<file path="src/sv/ale_pkg.sv">
// ale_pkg: request kinds and result status codes of the array list engine
// no dependencies; used by the top level and its checker
`default_nettype none

package ale_pkg;

  typedef enum logic [1:0] {
    KIND_APPEND = 2'd0,
    KIND_INSERT = 2'd1,
    KIND_DELETE = 2'd2,
    KIND_SEARCH = 2'd3
  } kind_t;

  typedef enum logic [1:0] {
    ST_DONE  = 2'd0,
    ST_RANGE = 2'd1,
    ST_FULL  = 2'd2
  } status_t;

endpackage

`default_nettype wire

</file>
<file path="src/sv/ale_if.sv">
// ale_req_if and ale_rsp_if: valid/ready channels of the array list engine
// no dependencies; widths set by the instantiating level
`default_nettype none

interface ale_req_if #(
  parameter int PW = 7,
  parameter int VW = 32
);
  logic          valid;
  logic          ready;
  logic [1:0]    kind;
  logic [PW-1:0] position;
  logic [VW-1:0] value;

  modport source (output valid, kind, position, value, input ready);
  modport sink (input valid, kind, position, value, output ready);
endinterface

interface ale_rsp_if #(
  parameter int PW = 7
);
  logic          valid;
  logic          ready;
  logic [1:0]    status;
  logic          found;
  logic [PW-1:0] where;
  logic [PW-1:0] count;

  modport source (output valid, status, found, where, count, input ready);
  modport sink (input valid, status, found, where, count, output ready);
endinterface

`default_nettype wire

</file>
<file path="src/sv/ale_mem.sv">
// ale_mem: list storage, one write port and one read port with registered data
// no dependencies
`default_nettype none

module ale_mem #(
  parameter int DEPTH = 64,
  parameter int WIDTH = 32,
  localparam int AddrW = (DEPTH > 1) ? $clog2(DEPTH) : 1
) (
  input  logic                     clk,
  input  logic                     we,
  input  logic [AddrW-1:0]         waddr,
  input  logic [WIDTH-1:0]         wdata,
  input  logic                     re,
  input  logic [AddrW-1:0]         raddr,
  output logic [WIDTH-1:0]         rdata
);
  logic [WIDTH-1:0] mem [DEPTH];

  always_ff @(posedge clk) begin
    if (we) begin
      mem[waddr] <= wdata;
    end
    if (re) begin
      rdata <= mem[raddr];
    end
  end
endmodule

`default_nettype wire

</file>
<file path="src/sv/array_list_engine_unit.sv">
// array_list_engine_unit: ordered list of words with append, insert, delete and search
// depends on ale_pkg, ale_if (ale_req_if, ale_rsp_if) and ale_mem
//
// The list lives in a single-port-write, single-port-read memory of DEPTH words and is
// walked by one address counter, one entry per cycle. Append and any rejected request
// go from acceptance straight to the finish state. Insert at position p moves length-p+1
// entries, delete moves length-p entries and search reads up to length entries. The
// memory's read data is registered, and each moved word is written in the cycle after
// it is read. A new request is taken only when the previous result has entered the
// output register; a finished result may still wait in the output register while the
// next request is taken. No clearing pass is needed after reset: only entries below
// the length are read.
`default_nettype none

module array_list_engine_unit #(
  parameter int DEPTH = 64,
  parameter int WIDTH = 32
) (
  input  logic       clk,
  input  logic       rst,
  ale_req_if.sink    req,
  ale_rsp_if.source  rsp
);
  localparam int AW = (DEPTH > 1) ? $clog2(DEPTH) : 1;
  localparam int CW = $clog2(DEPTH + 1);
  localparam logic [CW-1:0] FullLen = CW'(DEPTH);

  typedef enum logic [1:0] {
    S_IDLE,
    S_RUN,
    S_FINISH
  } state_t;

  state_t             state;
  logic [CW-1:0]      len;
  ale_pkg::kind_t     kind_q;
  logic [CW-1:0]      pos_q;
  logic [WIDTH-1:0]   val_q;
  logic [CW-1:0]      ptr;
  logic [CW-1:0]      left;
  logic               rd_pend;
  logic [CW-1:0]      addr_q;
  ale_pkg::status_t   st_q;
  logic               fnd_q;
  logic [CW-1:0]      wh_q;

  logic               rsp_valid;
  logic [1:0]         rsp_status;
  logic               rsp_found;
  logic [CW-1:0]      rsp_where;
  logic [CW-1:0]      rsp_count;

  logic               we;
  logic [CW-1:0]      waddr;
  logic [WIDTH-1:0]   wdata;
  logic               re;
  logic [WIDTH-1:0]   rdata;
  logic               walk_done;
  logic               pos_bad;
  logic               full;

  assign req.ready  = (state == S_IDLE);
  assign rsp.valid  = rsp_valid;
  assign rsp.status = rsp_status;
  assign rsp.found  = rsp_found;
  assign rsp.where  = rsp_where;
  assign rsp.count  = rsp_count;

  assign full      = (len == FullLen);
  assign pos_bad   = (req.position == '0) || (req.position > len);
  assign walk_done = (left == '0) && !rd_pend;
  assign re        = (state == S_RUN) && (left != '0);

  // single write port: append in the accept cycle, moved words, then the inserted word
  always_comb begin
    we    = 1'b0;
    waddr = len;
    wdata = val_q;
    unique case (state)
      S_IDLE: begin
        if (req.valid && ale_pkg::kind_t'(req.kind) == ale_pkg::KIND_APPEND && !full) begin
          we    = 1'b1;
          waddr = len;
          wdata = req.value;
        end
      end
      S_RUN: begin
        if (rd_pend && kind_q != ale_pkg::KIND_SEARCH) begin
          we    = 1'b1;
          wdata = rdata;
          waddr = (kind_q == ale_pkg::KIND_INSERT) ? addr_q + 1'b1 : addr_q - 1'b1;
        end else if (walk_done && kind_q == ale_pkg::KIND_INSERT) begin
          we    = 1'b1;
          waddr = pos_q - 1'b1;
          wdata = val_q;
        end
      end
      default: begin
        we = 1'b0;
      end
    endcase
  end

  ale_mem #(
    .DEPTH(DEPTH),
    .WIDTH(WIDTH)
  ) u_mem (
    .clk  (clk),
    .we   (we),
    .waddr(waddr[AW-1:0]),
    .wdata(wdata),
    .re   (re),
    .raddr(ptr[AW-1:0]),
    .rdata(rdata)
  );

  always_ff @(posedge clk) begin
    if (rst) begin
      state     <= S_IDLE;
      len       <= '0;
      rd_pend   <= 1'b0;
      rsp_valid <= 1'b0;
    end else begin
      // the finish state reloads the output register itself
      if (rsp_valid && rsp.ready && state != S_FINISH) begin
        rsp_valid <= 1'b0;
      end
      unique case (state)
        S_IDLE: begin
          if (req.valid) begin
            kind_q  <= ale_pkg::kind_t'(req.kind);
            pos_q   <= req.position;
            val_q   <= req.value;
            fnd_q   <= 1'b0;
            wh_q    <= '0;
            st_q    <= ale_pkg::ST_DONE;
            rd_pend <= 1'b0;
            unique case (ale_pkg::kind_t'(req.kind))
              ale_pkg::KIND_APPEND: begin
                if (full) begin
                  st_q <= ale_pkg::ST_FULL;
                end else begin
                  len <= len + 1'b1;
                end
                state <= S_FINISH;
              end
              ale_pkg::KIND_INSERT: begin
                if (full) begin
                  st_q  <= ale_pkg::ST_FULL;
                  state <= S_FINISH;
                end else if (pos_bad) begin
                  st_q  <= ale_pkg::ST_RANGE;
                  state <= S_FINISH;
                end else begin
                  // walk from the tail down to the insert point
                  ptr   <= len - 1'b1;
                  left  <= len - req.position + 1'b1;
                  state <= S_RUN;
                end
              end
              ale_pkg::KIND_DELETE: begin
                if (pos_bad) begin
                  st_q  <= ale_pkg::ST_RANGE;
                  state <= S_FINISH;
                end else begin
                  ptr   <= req.position;
                  left  <= len - req.position;
                  state <= S_RUN;
                end
              end
              ale_pkg::KIND_SEARCH: begin
                ptr   <= '0;
                left  <= len;
                state <= S_RUN;
              end
              default: begin
                state <= S_FINISH;
              end
            endcase
          end
        end
        S_RUN: begin
          rd_pend <= (left != '0);
          addr_q  <= ptr;
          if (left != '0) begin
            left <= left - 1'b1;
            ptr  <= (kind_q == ale_pkg::KIND_INSERT) ? ptr - 1'b1 : ptr + 1'b1;
          end
          if (kind_q == ale_pkg::KIND_SEARCH && rd_pend && rdata == val_q) begin
            // first match wins; any read still in flight is dropped
            fnd_q   <= 1'b1;
            wh_q    <= addr_q + 1'b1;
            rd_pend <= 1'b0;
            state   <= S_FINISH;
          end else if (walk_done) begin
            if (kind_q == ale_pkg::KIND_INSERT) begin
              len <= len + 1'b1;
            end else if (kind_q == ale_pkg::KIND_DELETE) begin
              len <= len - 1'b1;
            end
            state <= S_FINISH;
          end
        end
        S_FINISH: begin
          if (!rsp_valid || rsp.ready) begin
            rsp_valid  <= 1'b1;
            rsp_status <= st_q;
            rsp_found  <= fnd_q;
            rsp_where  <= wh_q;
            rsp_count  <= len;
            state      <= S_IDLE;
          end
        end
        default: begin
          state <= S_IDLE;
        end
      endcase
    end
  end
endmodule

`default_nettype wire

</file>
<file path="src/flat_wrapper.sv">
// flat-port wrapper written by rule: the top's interface ports become plain ports
module array_list_engine_unit_flat 
#(
  parameter int DEPTH = 64,
  parameter int WIDTH = 32
)
  (clk, rst, req_valid, req_kind, req_position, req_value, req_ready, rsp_valid, rsp_status, rsp_found, rsp_where, rsp_count, rsp_ready);
  ale_req_if req_i ();
  ale_rsp_if rsp_i ();
  input  logic clk;
  input  logic rst;
  input wire logic [$bits(req_i.valid)-1:0] req_valid;
  input wire logic [$bits(req_i.kind)-1:0] req_kind;
  input wire logic [$bits(req_i.position)-1:0] req_position;
  input wire logic [$bits(req_i.value)-1:0] req_value;
  output wire logic [$bits(req_i.ready)-1:0] req_ready;
  output wire logic [$bits(rsp_i.valid)-1:0] rsp_valid;
  output wire logic [$bits(rsp_i.status)-1:0] rsp_status;
  output wire logic [$bits(rsp_i.found)-1:0] rsp_found;
  output wire logic [$bits(rsp_i.where)-1:0] rsp_where;
  output wire logic [$bits(rsp_i.count)-1:0] rsp_count;
  input wire logic [$bits(rsp_i.ready)-1:0] rsp_ready;
  assign req_i.valid = req_valid;
  assign req_i.kind = req_kind;
  assign req_i.position = req_position;
  assign req_i.value = req_value;
  assign req_ready = req_i.ready;
  assign rsp_valid = rsp_i.valid;
  assign rsp_status = rsp_i.status;
  assign rsp_found = rsp_i.found;
  assign rsp_where = rsp_i.where;
  assign rsp_count = rsp_i.count;
  assign rsp_i.ready = rsp_ready;
  array_list_engine_unit #(.DEPTH(DEPTH), .WIDTH(WIDTH)) u_core (.clk(clk), .rst(rst), .req(req_i), .rsp(rsp_i));
endmodule
</file>
<file path="config.mk">
export PLATFORM = sky130hd
export DESIGN_NAME = array_list_engine_unit_flat
export DESIGN_NICKNAME = d
export VERILOG_FILES = /design/src/sv/ale_pkg.sv /design/src/sv/ale_if.sv /design/src/sv/ale_mem.sv /design/src/sv/array_list_engine_unit.sv /design/src/flat_wrapper.sv
export SDC_FILE = /design/constraint.sdc
export NUM_CORES = 2
export LEC_CHECK = 0
export ABC_AREA = 1
export BUFFER_PORTS_ARGS = -buffer_cell sky130_fd_sc_hd__clkbuf_2
export CAP_MARGIN = 20
export CORE_UTILIZATION = 24
export DETAILED_ROUTE_END_ITERATION = 10
export PLACE_DENSITY = 0.39
export SLEW_MARGIN = 10
export SYNTH_ARGS = -nofsm -noshare
export SYNTH_HDL_FRONTEND = slang
export SYNTH_SLANG_ARGS = --single-unit
</file>
<file path="constraint.sdc">
create_clock -name clk -period 6.1 [get_ports clk]
set_input_delay 1.22 -clock clk [delete_from_list [all_inputs] [get_ports clk]]
set_output_delay 1.22 -clock clk [all_outputs]
set_load 0.02 [all_outputs]
</file>
==> results.yml <==
status:
  run_status: "complete, no violations"
clock_network:
  cts-buffers-inserted: 242
  cts-root-to-sink-buffers: 4
  number_of_hold_repair_buffers_added_at_the_cts_stage: 0
  clk-insertion-delay-late_ps: 910
  cts_root_buffer: "sky130_fd_sc_hd__clkbuf_16"
  cts_tree: "yes"
  post_cts.resized_instances: 0
  cts_num_sinks: 2179
  clkSlewWorstSetupHoldPaths_ps: 60
  cts_setup_buffers: 0
  htree_levels: 4
drt:
  dr.first_iter.drc_count: 5179
  drc_errors: 0
  detail_route_antenna_nets: 0
  drt-vias-per-instance: 4.722
  drtPass1Iterations: 5
  via_count: 56740
  routed_wl_um: 294600
  detail_route.wl_per_cell_um: 24.52
sta:
  period_share_pct: 70.01
  tightestPinTransition_ps: 1152
  setup_viol_count_final: 0
  setup_total_negative_slack_ps: 0
  slew-limit-headroom_pct: 23.21
  post-route-min-period_ps: 4270
  clock.fmax_mhz: 234.2
  unrepaired_setup_endpoints_after_global_routing: "no"
  final-hold-violation-count: 0
  final_slew_viol_count: 0
  skew_ps: 73.56
floorplan:
  design.die.area_um2: 369800
  floorplan.initialDensity_pct: 24.12
  floorplan.rows: 222
  fp.coreArea_um2: 365500
  dieHeight_um: 608.1
  pin_count: 64
  dieWidth_um: 608.1
global_routing:
  grt_first_pass_wirelength_um: 420300
  gr-total-overflow: 0
  grt_max_degree: 186
  grt_antenna_before_repair: 10
  first_global_vias: 55790
  grt_usage_pct: 15.47
final_layout:
  final_net_count: 7089
  drive_above_1_share_pct: 10.32
  final_util_pct: 28.12
  synthToLayoutAreaGrowth_pct: 16.58
  stdcell_area_um2: 102800
worst_setup_path:
  max_stage_delay_ps: 860
  critPathArrivalTime_ps: 4850
  cp-start-kind: "flip-flop"
  critPathCaptureType: "flip-flop"
  crit_chain: "inv_1 -> ha_1 -> nand2_1 -> nor3_4 -> nand3_2 -> o21ai_0 -> o21bai_1 -> nand3_2 -> nor2_4 -> buf_4"
  r2r_end: "u_core.u_mem.mem[25][23]"
  crit_path_top_delay_cell: "sky130_fd_sc_hd__nor2_4"
  reg2reg_depth: 10
  cp-startpoint: "u_core.left[0]"
  crit_fanout: 15
  critical-path-top-cell-by-count: "sky130_fd_sc_hd__nand3_2"
  worst-setup-path-type: "flip-flop to flip-flop"
  r2r-start: "u_core.left[0]"
  flop2flop_setup_slack_ps: 1830
  cp_data_required_time_ps: 6680
yosys:
  synthDominantCellAreaShare_pct: 73.84
  netlist-cell-type-count: 55
  proportion_of_synthesized_flip_flops_having_asynchronous_set_or_reset_pct: 0
  ys.warnings.count: 0
  synth-seq-cells: 2179
  synth_enable_flop_cells: 2168
  synth_top_cells_by_area: "sky130_fd_sc_hd__edfxtp_1, sky130_fd_sc_hd__o21ai_0, sky130_fd_sc_hd__nor2_1"
  post_synth_instance_area_um2: 88170
  most_used_flip_flop_cell_after_synthesis: "sky130_fd_sc_hd__edfxtp_1"
  yosysTopAreaCell: "sky130_fd_sc_hd__edfxtp_1"
  post_synthesis_net_count: 7042
  register_area_share_after_synthesis_pct: 74.09
  syn_area_per_cell_um2: 12.65
  syn-instance-count: 6968
pwr:
  cellInternalPower_mw: 26.33
  seq_power_share_pct: 48.1
  powerDensity_nw_per_um2: 349.5
  sw_frac_of_total_pct: 26.72
  p_leak_nw: 32.73
  total_switching_power_mw: 9.600
  total_power_mw: 35.93
  clock_power_share_pct: 39.5
  comb_power_share_pct: 12.4
  highest_ir_drop_seen_on_vdd_mv: 0.2299
flow_run:
  timing.max_cap.violations: 0
worst_hold_path:
  worst_hold_path_type: "flip-flop to flip-flop"
  hold_crit_depth: 0
  hold_startpoint: "u_core.wh_q[3]"
  hold_end: "u_core.rsp.where[3]"
place:
  hpwlAfterDp_um: 169500
  numPortBuffers: 63
  placement.cell_area_um2: 95290
  globalplace.congestion: 0.7868
cell usage after synthesis, drive strengths merged, types with 20 or more instances:
master / count
a21oi: 80
buf: 226
clkbuf: 240
edfxtp: 2168
ha: 27
inv: 151
nand2: 714
nand3: 403
nor2: 1181
o211ai: 20
o21ai: 1095
o221ai: 20
o22ai: 519
or2: 23
xor2: 23
power groups by stage:
stage	logic, mW	registers, mW	clock network [mW]
6_report	4.47	17.3	14.2
2_1_floorplan	2.47	17.7	0
3_3_place_gp	4.49	17.6	0
3_5_place_dp	4.52	17.6	0
5_1_grt	4.87	17.3	15.1
4_1_cts	4.52	17.3	14.6
critical path, delay by kind of cell (launching register included):
kind,cells,cell delay (ps)
buffers and inverters,2,450
adders and majority gates,1,160
AOI/OAI and AO/OA,2,740
DFF,1,380
and+or+nand+nor,5,2260
layout by cell type, fill, tap and decap left out, types with 10 or more instances in the layout:
cell	netlist	final
sky130_fd_sc_hd__edfxtp_1	2168	2168
sky130_fd_sc_hd__nor2_1	1172	1106
sky130_fd_sc_hd__o21ai_0	919	919
sky130_fd_sc_hd__nand2_1	701	700
sky130_fd_sc_hd__o22ai_1	519	519
sky130_fd_sc_hd__nand3_1	392	392
sky130_fd_sc_hd__clkbuf_16	0	245
sky130_fd_sc_hd__o21ai_1	174	174
sky130_fd_sc_hd__buf_4	27	158
sky130_fd_sc_hd__inv_1	134	132
sky130_fd_sc_hd__a21oi_1	79	79
sky130_fd_sc_hd__nor2_4	2	69
sky130_fd_sc_hd__clkbuf_2	5	63
sky130_fd_sc_hd__clkinv_1	2	52
sky130_fd_sc_hd__clkbuf_1	235	47
sky130_fd_sc_hd__clkinv_2	2	45
sky130_fd_sc_hd__buf_12	0	40
sky130_fd_sc_hd__ha_1	27	27
sky130_fd_sc_hd__xor2_1	23	23
sky130_fd_sc_hd__o221ai_4	0	20
sky130_fd_sc_hd__o211ai_1	20	20
sky130_fd_sc_hd__bufinv_16	0	20
sky130_fd_sc_hd__or2_1	19	19
sky130_fd_sc_hd__xnor2_1	15	15
sky130_fd_sc_hd__inv_2	15	14
sky130_fd_sc_hd__nand2_2	10	11
sky130_fd_sc_hd__dfxtp_1	11	11
sky130_fd_sc_hd__clkinvlp_4	0	10
metrics by stage:
| stage | hold WS [ps] | cells | setup WS (ps) |
|---|---|---|---|
| global route | 415.0 | 12010 | 1673 |
| CTS | 413.3 | 12010 | 1910 |
| detailed placement | 406.2 | 11590 | 1733 |
| global placement | 403.9 | 11580 | 1531 |
| finish | 403.5 | 12020 | 1830 |
| floorplan | 400.3 | 6968 | 1712 |
state kept, by name, indices dropped and copies added (netlist names):
name and flops:
u_core.addr_q 7, u_core.pos_q 6, u_core.rsp.found 1, u_core.ptr 7, u_core.u_mem.rdata 32, u_core.wh_q 7
u_core.val_q 32, u_core.rd_pend 1, u_core.state 2, u_core.st_q 2, u_core.rsp.where 7, u_core.fnd_q 1
u_core.left 7, u_core.len 7, u_core.u_mem.mem 2048, u_core.rsp.count 7, u_core.rsp.status 2, u_core.rsp.valid 1
u_core.kind_q 2
area by class of cell:
cell class / instances / area [µm²]
clock buffer: 292 / 6307
tap: 4816 / 6026
timing repair buffer: 269 / 2506
antenna: 8 / 20.02
clock inverter: 129 / 1146
sequential: 2179 / 65320
fill: 37440 / 262700
multi-input combinational: 4168 / 20830
inverter: 155 / 641.9
worst max-delay path by stage:
stage / end / cells past startpoint
global placement: u_core.u_mem.mem[33][5] / 9
finish: u_core.u_mem.mem[25][23] / 10
CTS: u_core.u_mem.mem[25][23] / 10
global route: u_core.u_mem.mem[25][10] / 10
detailed placement: u_core.u_mem.mem[25][23] / 10
floorplan: u_core.u_mem.mem[0][17] / 8
metal layers:
metal	wire length [µm]	vias up	part of all wire, %	track usage (%)
met1	136200	29290	46	21.84
met2	139100	1343	47	25.29
met4	6987	2	2.4	3.809
met5	7	-	0.0024	0
met3	12330	366	4.2	1.707
li1	-	25730	-	-
cells by family after synthesis:
| family | synth area share, % |
|---|---|
| simple gates | 10.89 |
| compound gates | 10.93 |
| fa+ha+maj | 0.4285 |
| xor+xnor | 0.3775 |
| flops | 74.09 |
| buf+inv | 3.285 |
No activity file was read; power rests on OpenSTA's default activity.
